==> src/sv/acit_pkg.sv <==
// Shared types, widths and constants of the adaptive checkpoint interval block.
// No dependencies; every other file imports it.
package acit_pkg;

  localparam int unsigned MAX_INTERVAL   = 1024;
  localparam int unsigned START_INTERVAL = 2;

  localparam int unsigned SZ_IN_W  = 32;
  localparam int unsigned IV_W     = 11;
  localparam int unsigned CK_W     = 11;
  localparam int unsigned PB_W     = 8;
  localparam int unsigned BS_W     = 33;
  localparam int unsigned DS_W     = 44;
  localparam int unsigned WS_W     = 54;
  localparam int unsigned RAT_W    = 16;
  localparam int unsigned PEN_W    = 12;
  localparam int unsigned B_W      = BS_W + RAT_W;
  localparam int unsigned WT_W     = 19;
  localparam int unsigned DEN_W    = WS_W + PEN_W;
  localparam int unsigned ACC_W    = B_W + WT_W;
  localparam int unsigned MB_W     = 19;
  localparam int unsigned Q_W      = 13;
  localparam int unsigned DIV_SH   = Q_W - 1;
  localparam int unsigned DV_W     = DEN_W + DIV_SH;
  localparam int unsigned CNT_W    = $clog2(Q_W + 1);
  localparam int unsigned NXT_W    = IV_W + 1;

  localparam int unsigned TDATA_IN_W  = 80;
  localparam int unsigned TUSER_IN_W  = 3;
  localparam int unsigned TDATA_OUT_W = 16;
  localparam int unsigned CFG_IDX_W   = 2;
  localparam int unsigned CFG_DATA_W  = 16;

  localparam logic [RAT_W-1:0] RATIO_RST   = 16'd512;
  localparam logic [PB_W-1:0]  PROBE_RST   = 8'd8;
  localparam logic [PEN_W-1:0] PENALTY_RST = 12'd256;

  typedef enum logic [1:0] {
    MODE_RECORD  = 2'd0,
    MODE_DECIDE  = 2'd1,
    MODE_RESTART = 2'd2
  } mode_e;

  typedef enum logic [CFG_IDX_W-1:0] {
    CFG_SIZE_RATIO  = 2'd0,
    CFG_PROBE_LIMIT = 2'd1,
    CFG_LOG_PENALTY = 2'd2
  } cfg_idx_e;

  typedef enum logic [3:0] {
    S_IDLE,
    S_REC,
    S_B,
    S_W,
    S_DEN,
    S_NUM,
    S_DIV,
    S_FIN,
    S_DONE
  } state_e;

  typedef struct packed {
    logic [RAT_W-1:0] size_ratio;
    logic [PB_W-1:0]  probe_cap;
    logic [PEN_W-1:0] log_weight;
  } cfg_t;

  typedef struct packed {
    logic busy;
    logic done;
  } unit_sts_t;

  typedef struct packed {
    logic start;
    logic res_ready;
  } core_ctl_t;

  typedef struct packed {
    logic idle;
    logic res_valid;
  } core_sts_t;

endpackage

==> src/sv/acit_mul.sv <==
// Bit-serial shift-and-add multiplier, one multiplier bit per cycle.
// Depends on acit_pkg.
module acit_mul
  import acit_pkg::*;
(
  input  logic             clk_i,
  input  logic             rst_ni,
  input  logic             start_i,
  input  logic [ACC_W-1:0] a_i,
  input  logic [MB_W-1:0]  b_i,
  output unit_sts_t        sts_o,
  output logic [ACC_W-1:0] p_o
);

  logic             busy_q, busy_d;
  logic             done_q, done_d;
  logic [ACC_W-1:0] ma_q, ma_d;
  logic [ACC_W-1:0] acc_q, acc_d;
  logic [MB_W-1:0]  mb_q, mb_d;

  always_comb begin
    busy_d = busy_q;
    done_d = 1'b0;
    if (start_i) begin
      busy_d = 1'b1;
    end else if (busy_q && (mb_q == '0)) begin
      busy_d = 1'b0;
      done_d = 1'b1;
    end
  end

  always_comb begin
    ma_d  = ma_q;
    mb_d  = mb_q;
    acc_d = acc_q;
    if (start_i) begin
      ma_d  = a_i;
      mb_d  = b_i;
      acc_d = '0;
    end else if (busy_q && (mb_q != '0)) begin
      if (mb_q[0]) begin
        acc_d = acc_q + ma_q;
      end
      ma_d = ma_q << 1;
      mb_d = mb_q >> 1;
    end
  end

  always_ff @(posedge clk_i or negedge rst_ni) begin
    if (!rst_ni) begin
      busy_q <= 1'b0;
      done_q <= 1'b0;
    end else begin
      busy_q <= busy_d;
      done_q <= done_d;
    end
  end

  always_ff @(posedge clk_i) begin
    ma_q  <= ma_d;
    mb_q  <= mb_d;
    acc_q <= acc_d;
  end

  assign sts_o.busy = busy_q;
  assign sts_o.done = done_q;
  assign p_o        = acc_q;

endmodule

==> src/sv/acit_div.sv <==
// Restoring divider, one quotient bit per cycle, thirteen quotient bits.
// Depends on acit_pkg; the top quotient bit flags a quotient of 4096 or more.
module acit_div
  import acit_pkg::*;
(
  input  logic             clk_i,
  input  logic             rst_ni,
  input  logic             start_i,
  input  logic [ACC_W-1:0] num_i,
  input  logic [DEN_W-1:0] den_i,
  output unit_sts_t        sts_o,
  output logic [Q_W-1:0]   q_o
);

  logic             busy_q, busy_d;
  logic             done_q, done_d;
  logic [CNT_W-1:0] cnt_q, cnt_d;
  logic [ACC_W-1:0] rem_q, rem_d;
  logic [DV_W-1:0]  dv_q, dv_d;
  logic [Q_W-1:0]   q_q, q_d;
  logic             ge;

  assign ge = {{(DV_W-ACC_W){1'b0}}, rem_q} >= dv_q;

  always_comb begin
    busy_d = busy_q;
    done_d = 1'b0;
    cnt_d  = cnt_q;
    if (start_i) begin
      busy_d = 1'b1;
      cnt_d  = CNT_W'(Q_W);
    end else if (busy_q) begin
      cnt_d = cnt_q - CNT_W'(1);
      if (cnt_q == CNT_W'(1)) begin
        busy_d = 1'b0;
        done_d = 1'b1;
      end
    end
  end

  always_comb begin
    rem_d = rem_q;
    dv_d  = dv_q;
    q_d   = q_q;
    if (start_i) begin
      rem_d = num_i;
      dv_d  = {den_i, {DIV_SH{1'b0}}};
      q_d   = '0;
    end else if (busy_q) begin
      if (ge) begin
        rem_d = rem_q - dv_q[ACC_W-1:0];
      end
      q_d  = {q_q[Q_W-2:0], ge};
      dv_d = dv_q >> 1;
    end
  end

  always_ff @(posedge clk_i or negedge rst_ni) begin
    if (!rst_ni) begin
      busy_q <= 1'b0;
      done_q <= 1'b0;
      cnt_q  <= '0;
    end else begin
      busy_q <= busy_d;
      done_q <= done_d;
      cnt_q  <= cnt_d;
    end
  end

  always_ff @(posedge clk_i) begin
    rem_q <= rem_d;
    dv_q  <= dv_d;
    q_q   <= q_d;
  end

  assign sts_o.busy = busy_q;
  assign sts_o.done = done_q;
  assign q_o        = q_q;

endmodule

==> src/sv/acit_core.sv <==
// Sequencer and checkpoint state: record, decide and restart steps.
// Depends on acit_pkg, acit_mul and acit_div.
module acit_core
  import acit_pkg::*;
(
  input  logic               clk_i,
  input  logic               rst_ni,
  input  core_ctl_t          ctl_i,
  input  mode_e              mode_i,
  input  logic               is_base_i,
  input  logic [SZ_IN_W-1:0] delta_size_i,
  input  logic [SZ_IN_W-1:0] index_size_i,
  input  logic [IV_W-1:0]    restart_interval_i,
  input  cfg_t               cfg_i,
  output core_sts_t          sts_o,
  output logic [IV_W-1:0]    current_interval_o,
  output logic               logging_enable_o,
  output logic               next_is_base_o
);

  state_e state_q, state_d;

  logic [IV_W-1:0]  interval_q, interval_d;
  logic [CK_W-1:0]  ckpt_q, ckpt_d;
  logic [PB_W-1:0]  probe_q, probe_d;
  logic [BS_W-1:0]  base_q, base_d;
  logic [DS_W-1:0]  dsum_q, dsum_d;
  logic [WS_W-1:0]  wsum_q, wsum_d;

  logic [BS_W-1:0]  size_q, size_d;
  logic [B_W-1:0]   bprod_q, bprod_d;
  logic [WT_W-1:0]  wtri_q, wtri_d;
  logic [DEN_W-1:0] den_q, den_d;
  logic [NXT_W-1:0] nxt_q, nxt_d;

  logic             mul_start;
  logic [ACC_W-1:0] mul_a;
  logic [MB_W-1:0]  mul_b;
  logic [ACC_W-1:0] mul_p;
  unit_sts_t        mul_sts;
  logic             div_start;
  logic [Q_W-1:0]   div_q;
  unit_sts_t        div_sts;

  logic [BS_W-1:0]  size_in;
  logic [IV_W-1:0]  rst_cl;
  logic             decide_skip;
  logic             b_le;
  logic             w_zero;
  logic [NXT_W-1:0] dbl;
  logic [IV_W-1:0]  half;
  logic [DS_W:0]    dsum_add;
  logic [WS_W:0]    wsum_add;
  logic [NXT_W-1:0] nxt_div;
  logic [NXT_W-1:0] nxt_sat;
  logic [PB_W:0]    probe_inc;

  acit_mul u_mul (
    .clk_i   (clk_i),
    .rst_ni  (rst_ni),
    .start_i (mul_start),
    .a_i     (mul_a),
    .b_i     (mul_b),
    .sts_o   (mul_sts),
    .p_o     (mul_p)
  );

  acit_div u_div (
    .clk_i   (clk_i),
    .rst_ni  (rst_ni),
    .start_i (div_start),
    .num_i   (mul_p),
    .den_i   (den_q),
    .sts_o   (div_sts),
    .q_o     (div_q)
  );

  assign size_in     = {1'b0, delta_size_i} + {1'b0, index_size_i};
  assign decide_skip = (interval_q == IV_W'(1)) || (ckpt_q <= CK_W'(1));
  assign b_le        = {{(DS_W+8-B_W){1'b0}}, mul_p[B_W-1:0]} <= {dsum_q, 8'b0};
  assign w_zero      = (wsum_q == '0) || (cfg_i.log_weight == '0);
  assign dbl         = {interval_q, 1'b0};
  assign dsum_add    = {1'b0, dsum_q} + (DS_W+1)'(size_q);
  assign wsum_add    = {1'b0, wsum_q} + (WS_W+1)'(mul_p[DS_W-1:0]);
  assign nxt_sat     = (nxt_q > NXT_W'(MAX_INTERVAL)) ? NXT_W'(MAX_INTERVAL) : nxt_q;
  assign probe_inc   = {1'b0, probe_q} + (PB_W+1)'(1);

  always_comb begin
    if (restart_interval_i == '0) begin
      rst_cl = IV_W'(1);
    end else if (restart_interval_i > IV_W'(MAX_INTERVAL)) begin
      rst_cl = IV_W'(MAX_INTERVAL);
    end else begin
      rst_cl = restart_interval_i;
    end
  end

  always_comb begin
    half = interval_q >> 1;
    if (half == '0) begin
      half = IV_W'(1);
    end
  end

  always_comb begin
    if (div_q == '0) begin
      nxt_div = NXT_W'(1);
    end else if (div_q < Q_W'(dbl)) begin
      nxt_div = NXT_W'(div_q) + NXT_W'(1);
    end else begin
      nxt_div = dbl;
    end
  end

  // next state
  always_comb begin
    state_d = state_q;
    case (state_q)
      S_IDLE: begin
        if (ctl_i.start) begin
          case (mode_i)
            MODE_RECORD: state_d = is_base_i ? S_DONE : S_REC;
            MODE_DECIDE: state_d = decide_skip ? S_DONE : S_B;
            default:     state_d = S_DONE;
          endcase
        end
      end
      S_REC: begin
        if (mul_sts.done) state_d = S_DONE;
      end
      S_B: begin
        if (mul_sts.done) state_d = b_le ? S_FIN : S_W;
      end
      S_W: begin
        if (mul_sts.done) state_d = w_zero ? S_FIN : S_DEN;
      end
      S_DEN: begin
        if (mul_sts.done) state_d = S_NUM;
      end
      S_NUM: begin
        if (mul_sts.done) state_d = S_DIV;
      end
      S_DIV: begin
        if (div_sts.done) state_d = S_FIN;
      end
      S_FIN: begin
        state_d = S_DONE;
      end
      S_DONE: begin
        if (ctl_i.res_ready) state_d = S_IDLE;
      end
      default: state_d = S_IDLE;
    endcase
  end

  // unit starts and operands
  always_comb begin
    mul_start = 1'b0;
    div_start = 1'b0;
    mul_a     = ACC_W'(size_in);
    mul_b     = MB_W'(ckpt_q);
    case (state_q)
      S_IDLE: begin
        if (mode_i == MODE_DECIDE) begin
          mul_a = ACC_W'(base_q);
          mul_b = MB_W'(cfg_i.size_ratio);
        end
        if (ctl_i.start) begin
          case (mode_i)
            MODE_RECORD: mul_start = !is_base_i;
            MODE_DECIDE: mul_start = !decide_skip;
            default:     mul_start = 1'b0;
          endcase
        end
      end
      S_B: begin
        mul_a     = ACC_W'(interval_q - IV_W'(1));
        mul_b     = MB_W'(interval_q);
        mul_start = mul_sts.done && !b_le;
      end
      S_W: begin
        mul_a     = ACC_W'(wsum_q);
        mul_b     = MB_W'(cfg_i.log_weight);
        mul_start = mul_sts.done && !w_zero;
      end
      S_DEN: begin
        mul_a     = ACC_W'(bprod_q);
        mul_b     = MB_W'(wtri_q);
        mul_start = mul_sts.done;
      end
      S_NUM: begin
        div_start = mul_sts.done;
      end
      default: begin
        mul_start = 1'b0;
      end
    endcase
  end

  // state and working registers
  always_comb begin
    interval_d = interval_q;
    ckpt_d     = ckpt_q;
    probe_d    = probe_q;
    base_d     = base_q;
    dsum_d     = dsum_q;
    wsum_d     = wsum_q;
    size_d     = size_q;
    bprod_d    = bprod_q;
    wtri_d     = wtri_q;
    den_d      = den_q;
    nxt_d      = nxt_q;
    case (state_q)
      S_IDLE: begin
        if (ctl_i.start) begin
          size_d = size_in;
          case (mode_i)
            MODE_RECORD: begin
              if (is_base_i) begin
                if ((interval_q == IV_W'(1)) && (probe_q != '1)) begin
                  probe_d = probe_q + PB_W'(1);
                end
                base_d = size_in;
                if (ckpt_q != '1) ckpt_d = ckpt_q + CK_W'(1);
              end
            end
            MODE_DECIDE: begin
              if (interval_q == IV_W'(1)) begin
                if (probe_q == cfg_i.probe_cap) begin
                  interval_d = IV_W'(2);
                  probe_d    = '0;
                end
                ckpt_d = CK_W'(1);
              end
            end
            MODE_RESTART: begin
              interval_d = rst_cl;
              ckpt_d     = '0;
            end
            default: begin
              size_d = size_in;
            end
          endcase
        end
      end
      S_REC: begin
        if (mul_sts.done) begin
          dsum_d = dsum_add[DS_W] ? '1 : dsum_add[DS_W-1:0];
          wsum_d = wsum_add[WS_W] ? '1 : wsum_add[WS_W-1:0];
          if (ckpt_q != '1) ckpt_d = ckpt_q + CK_W'(1);
        end
      end
      S_B: begin
        if (mul_sts.done) begin
          bprod_d = mul_p[B_W-1:0];
          nxt_d   = NXT_W'(half);
        end
      end
      S_W: begin
        if (mul_sts.done) begin
          wtri_d = mul_p[WT_W:1];
          nxt_d  = dbl;
        end
      end
      S_DEN: begin
        if (mul_sts.done) den_d = mul_p[DEN_W-1:0];
      end
      S_DIV: begin
        if (div_sts.done) nxt_d = nxt_div;
      end
      S_FIN: begin
        interval_d = nxt_sat[IV_W-1:0];
        dsum_d     = '0;
        wsum_d     = '0;
        ckpt_d     = CK_W'(1);
        if (nxt_sat == NXT_W'(1)) probe_d = '0;
      end
      default: begin
        nxt_d = nxt_q;
      end
    endcase
  end

  always_ff @(posedge clk_i or negedge rst_ni) begin
    if (!rst_ni) begin
      state_q    <= S_IDLE;
      interval_q <= IV_W'(START_INTERVAL);
      ckpt_q     <= '0;
      probe_q    <= '0;
      base_q     <= '0;
      dsum_q     <= '0;
      wsum_q     <= '0;
    end else begin
      state_q    <= state_d;
      interval_q <= interval_d;
      ckpt_q     <= ckpt_d;
      probe_q    <= probe_d;
      base_q     <= base_d;
      dsum_q     <= dsum_d;
      wsum_q     <= wsum_d;
    end
  end

  always_ff @(posedge clk_i) begin
    size_q  <= size_d;
    bprod_q <= bprod_d;
    wtri_q  <= wtri_d;
    den_q   <= den_d;
    nxt_q   <= nxt_d;
  end

  always_comb begin
    if (interval_q == IV_W'(1)) begin
      logging_enable_o = (probe_inc == {1'b0, cfg_i.probe_cap});
    end else begin
      logging_enable_o = (ckpt_q == interval_q) || (ckpt_q < (interval_q - IV_W'(1)));
    end
  end

  assign next_is_base_o     = (ckpt_q == interval_q) || (ckpt_q == '0);
  assign current_interval_o = interval_q;
  assign sts_o.idle         = (state_q == S_IDLE);
  assign sts_o.res_valid    = (state_q == S_DONE);

  a_start_idle: assert property (@(posedge clk_i) disable iff (!rst_ni)
    ctl_i.start |-> state_q == S_IDLE)
    else $error("word started while sequencer busy");

  a_fin_clears: assert property (@(posedge clk_i) disable iff (!rst_ni)
    state_q == S_FIN |=> ckpt_q == CK_W'(1) && dsum_q == '0 && wsum_q == '0)
    else $error("decide did not clear sums and count");

  a_fin_range: assert property (@(posedge clk_i) disable iff (!rst_ni)
    state_q == S_FIN |=> interval_q != '0 && interval_q <= IV_W'(MAX_INTERVAL))
    else $error("decided interval out of range");

  a_mul_free: assert property (@(posedge clk_i) disable iff (!rst_ni)
    mul_start |-> !mul_sts.busy)
    else $error("multiplier restarted while busy");

  a_restart: assert property (@(posedge clk_i) disable iff (!rst_ni)
    (state_q == S_IDLE && ctl_i.start && mode_i == MODE_RESTART) |=>
      ckpt_q == '0 && interval_q != '0)
    else $error("restart did not load interval");

endmodule

==> src/sv/adaptive_checkpoint_interval_top.sv <==
// Adaptive checkpoint interval chooser: one result word for every input word.
// A base record, a restart, an unused mode or a decide that changes nothing goes
// from acceptance straight to the done state and on to the output register; a
// delta record waits for one product of the bit-serial shift-and-add multiplier,
// which stops once the checkpoint count is shifted out. A full decide runs four
// serial products (base times ratio, the triangular weight, weighted sum times
// penalty, and the numerator), one multiplier bit per cycle, then a 13-step
// restoring divider. A new word is accepted once the sequencer is idle, while
// the previous result may still wait in the output register.
//
// Top level: configuration registers, stream handshake and output register.
// Depends on acit_pkg and acit_core.
module adaptive_checkpoint_interval_top
  import acit_pkg::*;
(
  input  logic                   clk_i,
  input  logic                   rst_ni,
  input  logic                   s_axis_tvalid,
  output logic                   s_axis_tready,
  // delta_size[31:0], index_size[63:32], restart_interval[74:64], zero fill
  input  logic [TDATA_IN_W-1:0]  s_axis_tdata,
  // mode[1:0], is_base[2]
  input  logic [TUSER_IN_W-1:0]  s_axis_tuser,
  output logic                   m_axis_tvalid,
  input  logic                   m_axis_tready,
  // current_interval[10:0], logging_enable[11], next_is_base[12], zero fill
  output logic [TDATA_OUT_W-1:0] m_axis_tdata,
  input  logic                   cfg_valid_i,
  output logic                   cfg_ready_o,
  input  logic [CFG_IDX_W-1:0]   cfg_index_i,
  input  logic [CFG_DATA_W-1:0]  cfg_data_i
);

  cfg_t                   cfg_q, cfg_d;
  logic                   out_valid_q, out_valid_d;
  logic [TDATA_OUT_W-1:0] out_data_q, out_data_d;

  core_ctl_t              core_ctl;
  core_sts_t              core_sts;
  logic [IV_W-1:0]        res_interval;
  logic                   res_log;
  logic                   res_base;
  logic                   res_load;

  assign cfg_ready_o   = 1'b1;
  assign s_axis_tready = core_sts.idle;

  assign core_ctl.start     = s_axis_tvalid && s_axis_tready;
  assign core_ctl.res_ready = !out_valid_q || m_axis_tready;
  assign res_load           = core_sts.res_valid && core_ctl.res_ready;

  acit_core u_core (
    .clk_i              (clk_i),
    .rst_ni             (rst_ni),
    .ctl_i              (core_ctl),
    .mode_i             (mode_e'(s_axis_tuser[1:0])),
    .is_base_i          (s_axis_tuser[2]),
    .delta_size_i       (s_axis_tdata[SZ_IN_W-1:0]),
    .index_size_i       (s_axis_tdata[2*SZ_IN_W-1:SZ_IN_W]),
    .restart_interval_i (s_axis_tdata[2*SZ_IN_W+IV_W-1:2*SZ_IN_W]),
    .cfg_i              (cfg_q),
    .sts_o              (core_sts),
    .current_interval_o (res_interval),
    .logging_enable_o   (res_log),
    .next_is_base_o     (res_base)
  );

  always_comb begin
    cfg_d = cfg_q;
    if (cfg_valid_i && cfg_ready_o) begin
      case (cfg_index_i)
        CFG_SIZE_RATIO:  cfg_d.size_ratio = cfg_data_i[RAT_W-1:0];
        CFG_PROBE_LIMIT: cfg_d.probe_cap  = cfg_data_i[PB_W-1:0];
        CFG_LOG_PENALTY: cfg_d.log_weight = cfg_data_i[PEN_W-1:0];
        default:         cfg_d = cfg_q;
      endcase
    end
  end

  always_comb begin
    out_valid_d = out_valid_q;
    out_data_d  = out_data_q;
    if (res_load) begin
      out_valid_d = 1'b1;
      out_data_d  = {{(TDATA_OUT_W-IV_W-2){1'b0}}, res_base, res_log, res_interval};
    end else if (m_axis_tready) begin
      out_valid_d = 1'b0;
    end
  end

  always_ff @(posedge clk_i or negedge rst_ni) begin
    if (!rst_ni) begin
      cfg_q.size_ratio <= RATIO_RST;
      cfg_q.probe_cap  <= PROBE_RST;
      cfg_q.log_weight <= PENALTY_RST;
      out_valid_q      <= 1'b0;
    end else begin
      cfg_q       <= cfg_d;
      out_valid_q <= out_valid_d;
    end
  end

  always_ff @(posedge clk_i) begin
    out_data_q <= out_data_d;
  end

  assign m_axis_tvalid = out_valid_q;
  assign m_axis_tdata  = out_data_q;

endmodule
==> config.mk <==
export PLATFORM = sky130hd
export DESIGN_NAME = adaptive_checkpoint_interval_top
export DESIGN_NICKNAME = d
export VERILOG_FILES = /design/src/sv/acit_pkg.sv /design/src/sv/acit_mul.sv /design/src/sv/acit_div.sv /design/src/sv/acit_core.sv /design/src/sv/adaptive_checkpoint_interval_top.sv
export SDC_FILE = /design/constraint.sdc
export NUM_CORES = 2
export LEC_CHECK = 0
export BUFFER_PORTS_ARGS = -buffer_cell sky130_fd_sc_hd__buf_2
export CORE_MARGIN = 5
export CORE_UTILIZATION = 40
export CTS_BUF_LIST = sky130_fd_sc_hd__clkbuf_2
export CTS_CLUSTER_SIZE = 16
export DETAILED_ROUTE_END_ITERATION = 8
export SETUP_SLACK_MARGIN = 0.05
export SLEW_MARGIN = 20
export SYNTH_ARGS = -nofsm -noshare
export SYNTH_HDL_FRONTEND = slang
export SYNTH_HIERARCHICAL = 1
export SYNTH_SLANG_ARGS = --single-unit
==> constraint.sdc <==
create_clock -name clk_i -period 6 [get_ports clk_i]
set_clock_uncertainty 0.1 [all_clocks]
set_input_delay 0.6 -clock clk_i [delete_from_list [all_inputs] [get_ports clk_i]]
set_output_delay 0.6 -clock clk_i [all_outputs]
set_load 0.01 [all_outputs]
# == Yosys cells after proc, flatten, opt, wreduce, memory -nomap -nowiden ==
# Index checks and enable logic that the tools add are counted.
# totals
output_inout_bits,19
in_bits,106
elab_cells,219
ff_bits,716
# classes
magnitude_cmp,7
addsub,12
muxes,82
n_reduce_logical,53
eq_ne,36
# ops
operator,count
68-bit two-way mux,5
68-bit one-hot mux with 4 select lines,1
78-bit two-way mux,2
11-bit two-way mux,10
54-bit two-way mux,2
54-bit one-hot mux with 2 select lines,1
44-bit two-way mux,2
44-bit one-hot mux with 2 select lines,1
68-bit by 78-bit >= comparator with 1-bit output,1
19-bit one-hot mux with 4 select lines,1
12-bit two-way mux,6
68-bit adder,1
68-bit subtractor,1
11-bit one-hot mux with 3 select lines,2
54-bit by 44-bit adder with 55-bit output,1
54-bit zero test,1
49-bit by 52-bit less-or-equal comparator with 1-bit output,1
4-bit two-way mux,12
8-bit two-way mux,6
44-bit by 33-bit adder with 45-bit output,1
11-bit one-hot mux with 2 select lines,2
19-bit two-way mux,2
12-bit one-hot mux with 3 select lines,1
4-bit one-hot mux with 9 select lines,1
59 further kinds,126

# == Depth between registers and ports, before layout ==
# logic_depth
word_depth,7
mapped_depth,17
depth_no_buf,16

# == Hierarchy ==
# Netlist, hierarchy kept.
# by_module_without_submodules
mod,instances,seq_area_each_um2,area_each_um2,cells_per_inst
acit_core,1,9505.4,22970.8,2419
acit_div,1,4674.5,11190.7,1295
acit_mul,1,4023.9,10311.1,1113
adaptive_checkpoint_interval_top,1,1320.0,1838.0,101

# == Worst setup path before layout ==
# No wires, ideal clock.
# synth_path
path_type,register -> register
startpoint,reg u_core.state_q[1]
endpoint,reg u_core.u_mul.ma_q[0] (enable)
stages_incl_launch_ff,12
setup_slack_ns,-0.618
setup_time_ns,0.448
t_required_ns,5.452
period_less_slack_ns,6.618
path_buffers,6
arrival_time_ns,6.070
cell_sequence,dfrtp_1 -> clkbuf_1 -> clkbuf_1 -> nor3_1 -> clkbuf_1 -> and2_1 -> a311o_1 -> clkbuf_1 -> clkinv_1 -> clkbuf_1 -> clkbuf_1 -> nand2_1
# synth_via
elab_chain_len,5
word_cells_on_any_way,8
classes_between,3 x eq/ne; 2 x mux; 3 x reduce/logical
# synth_rtl
element,line_no,text
start: declaration,acit_core.sv:21,"state_e state_q, state_d;"
start signal: assignment,acit_core.sv:294,state_q <= state_d;
4-bit zero test,"acit_core.sv:162, acit_core.sv:322",
1-bit logical AND,adaptive_checkpoint_interval_top.sv:48,assign core_ctl.start = s_axis_tvalid && s_axis_tready;
1-bit two-way mux,acit_core.sv:168,if (ctl_i.start) begin
1-bit one-hot mux with 4 select lines (*),acit_core.sv:162,case (state_q)
via u_core.mul_start,acit_core.sv:36,logic mul_start;
2-bit nonzero test (no source line) (*),-,
end signal: assignment,acit_mul.sv:60,ma_q <= ma_d;
end: declaration,acit_mul.sv:17,"logic [ACC_W-1:0] ma_q, ma_d;"
# The timed path passes the listed nets; every way through them passes the cells marked *.
# A chain may end at the register's enable or synchronous reset.

# == Worst setup path after layout ==
# layout_path
startpoint,in s_axis_tdata[46]
endpoint,reg u_core.u_mul.ma_q[31] (data pin)
# layout_via
elab_chain_len,4
# layout_rtl
element,line_no,text
start: declaration,adaptive_checkpoint_interval_top.sv:21,"input logic [TDATA_IN_W-1:0] s_axis_tdata,"
32-bit by 32-bit adder with 33-bit output (*),acit_core.sv:78,"assign size_in = {1'b0, delta_size_i} + {1'b0, index_size_i};"
33-bit two-way mux,acit_core.sv:164,if (mode_i == MODE_DECIDE) begin
68-bit one-hot mux with 4 select lines (*),acit_core.sv:162,
via u_core.mul_a[31],acit_core.sv:37,logic [ACC_W-1:0] mul_a;
68-bit two-way mux (*),acit_mul.sv:36,if (start_i) begin
via u_core.u_mul.ma_d[31],acit_mul.sv:17,
# Marked as above.

==> impl_metrics.toml <==
[timing]
slew_violations = 0
fin_setup_tns_ns = 0
whs_ns = 0.239
fin_crit_ns = 4.91
worstMarginPinSlew_ns = 1.14
fmax_mhz = 204
finalHoldViolCount = 0
post-route-period-util_pct = 81.9
maxSlewHeadroom_pct = 23.8
setup_viol = 0
grt_setup_unrepaired = "no"

[clock_tree]
cts_tree = "built"
root_buffer = "clkbuf_2"
clk-insertion-delay-late_ns = 1.53
cts_resized = 0
htree_num_levels = 4
cts.sinks = 716
cts.clk_slew.worst_paths_ns = 0.11
cts_buffers = 192
clock_tree.buffer_depth = 3

[power_and_ir_drop]
peakVddDrop_uv = 171
power_leakage_uw = 0.0215
power_density_nw_per_um2 = 404

[floorplanning]
num_io_pins = 125
die_h_um = 350
start_util_pct = 40.4
core_region_area_sq_um = 115000
row_count = 124
dieArea_sq_um = 123000
die_x_um = 350

[global_routing]
grt.busiest_layer = "met2"
grtUsageTotal_pct = 23.6
met2_usage_pct = 36.1
grt_pass1_vias = 39300
antenna_found_initial = 4
overflow = 0
use_met1_pct = 33.6
use_met3_pct = 4.72
grt_pass1_wl_um = 228000
grt_max_degree = 136

[placed_design]
place_hpwl_um = 106000
postPlaceCellArea_sq_um = 48500
dpl.cell_count = 6373
port_buffers = 115
gp_congestion = 0.918

[worst_setup_path]
arrival_ns = 5.99
r2r_start = "u_core/u_mul/p_o[0]"
worstPathRequired_ns = 7.08
path_max_fanout = 4
r2r_setup_slack_ns = 1.35
end_kind = "register"
worst_r2r_endpoint = "u_core/u_mul/p_o[66]"
r2r_cells = 13
crit_path_start_kind = "input pin"
critPathKind = "in2reg"

[drt]
drt_pass1_iterations = 9
avgRoutedWirePerCell_um = 21.4
vias = 40900
detail-route-antenna-nets = 0
drt-initial-drc-count = 4466
drt-total-wl_um = 149000
drc_errors = 3
vias_per_cell = 5.87

[layout]
nFillCells = 11000
fin_nets = 5713
area_growth_pct = 13.8
multiInputGateArea_sq_um = 24900
seq_area_sq_um = 19500
fin_area_sq_um = 52700
fin_cells = 6965
layout-drive-gt1-share_pct = 14.0

[status]
status = "complete, but fails checks"
violations = "design-rule violations"

[worst_hold_path]
whs_endpoint = "u_core/state_q[0]"
worstHoldPathCells = 5
hold_start = "s_axis_tuser[2]"
worstHoldPathType = "in2reg"

[synth]
postSynthAreaPerCell_sq_um = 9.40
netlist_instances = 4926
synth-warning-count = 6
syn_area_sq_um = 46300

[job]
maxCapViolCount = 0
worst max path at each step:
stage	from	to	slack (ns)	depth (start not counted)
final	s_axis_tdata[46]	u_core/u_mul/ma_q[31]	1.09	17
after global routing	s_axis_tdata[46]	u_core/size_q[25]	1.06	15
after CTS	u_core/dsum_q[1]	u_core/u_mul/p_o[67]	1.37	17
after detailed placement	s_axis_tdata[0]	u_core/u_mul/ma_q[28]	1.35	13
after global placement	s_axis_tdata[0]	u_core/u_mul/ma_q[28]	1.37	13
after floorplan	u_core/state_q[1]	u_core/u_mul/ma_q[0]	0.19	11
cells in the final DEF (no fill, tap or decap), drive strengths merged, types with 50 or more instances in the layout:
cell type / instances
a21o: 135
o21bai: 50
nor2: 230
a31oi: 71
o211ai: 58
buf: 214
dfxtp: 93
xor2: 93
inv: 232
nand4: 94
nand2: 594
dlygate4sd3: 227
nor4: 57
nor3: 88
a21oi: 428
xnor2: 148
nand3: 148
ha: 319
clkbuf: 305
mux2: 146
o21a: 54
o21ai: 378
dfrtp: 206
edfxtp: 413
critical path, stage by stage:
cell           delay (ns)
dlygate4sd3_1        0.53
buf_2                0.12
dlygate4sd3_1        0.55
ha_1                 0.30
dlygate4sd3_1        0.64
a21oi_1              0.19
o21ai_0              0.14
a221o_1              0.38
a221o_1              0.31
a211o_1              0.32
a211oi_1             0.47
o21ai_1              0.10
dlygate4sd3_1        0.59
xnor2_1              0.14
buf_4                0.18
o211ai_1             0.10
mux2_2               0.31
where the power goes:
part           leakage (uW)  total (uW)  internal (uW)  switching (uW)
clock               0.00140        3620           1440            2180
sequential          0.00756        7600           6420            1180
combinational        0.0125       10100           4000            6070
total                0.0215       21300          11900            9440
flip-flops by register name, indices dropped and copies added, names as in the netlist, 4 cells and up:
register / count
u_core/current_interval_o: 11
u_core/u_mul/p_o: 68
u_core/u_div/q_o: 13
u_core/u_div/rem_q: 68
u_core/size_q: 33
u_core/u_mul/ma_q: 68
cfg_q: 36
u_core/probe_q: 8
u_core/dsum_q: 44
m_axis_tdata: 13
u_core/nxt_q: 12
u_core/ckpt_q: 11
u_core/den_q: 66
u_core/base_q: 33
u_core/wsum_q: 54
u_core/wtri_q: 19
u_core/u_mul/mb_q: 19
u_core/u_div/dv_q: 78
u_core/u_div/cnt_q: 4
u_core/state_q: 4
u_core/bprod_q: 49
stage by stage:
step | setup WS, ns | total power (uW) | util, %
6_report | 1.09 | 21300 | 46.0
5_1_grt | 1.06 | 22700 | 45.9
4_1_cts | 1.37 | 21200 | 45.9
3_5_place_dp | 1.35 | 17300 | 42.3
3_3_place_gp | 1.37 | 17100 | 42.3
2_1_floorplan | 0.189 | 14000 | -
area by class of cell:
| cell class | count | share of cell area (%) |
|---|---|---|
| Multi-Input combinational cell | 3703 | 47.3 |
| Inverter | 229 | 1.63 |
| Antenna cell | 7 | 0.0332 |
| Clock inverter | 52 | 0.541 |
| Tap cell | 1512 | 3.59 |
| Clock buffer | 305 | 2.90 |
| Sequential cell | 716 | 37.1 |
| Timing Repair Buffer | 441 | 6.99 |
metal layers:
| layer | up-vias | wire [um] |
|---|---|---|
| met1 | 19800 | 68200 |
| met3 | 255 | 11700 |
| met4 | 0 | 4450 |
| met5 | - | 0 |
| met2 | 1582 | 64900 |
| li1 | 19200 | - |
timing repair:
item                                   in CTS  in global routing
hold buffers                              228                  0
endpoints found under the hold margin     423                  0
setup buffers                               0                  0
(Power assumes the default switching activity.)
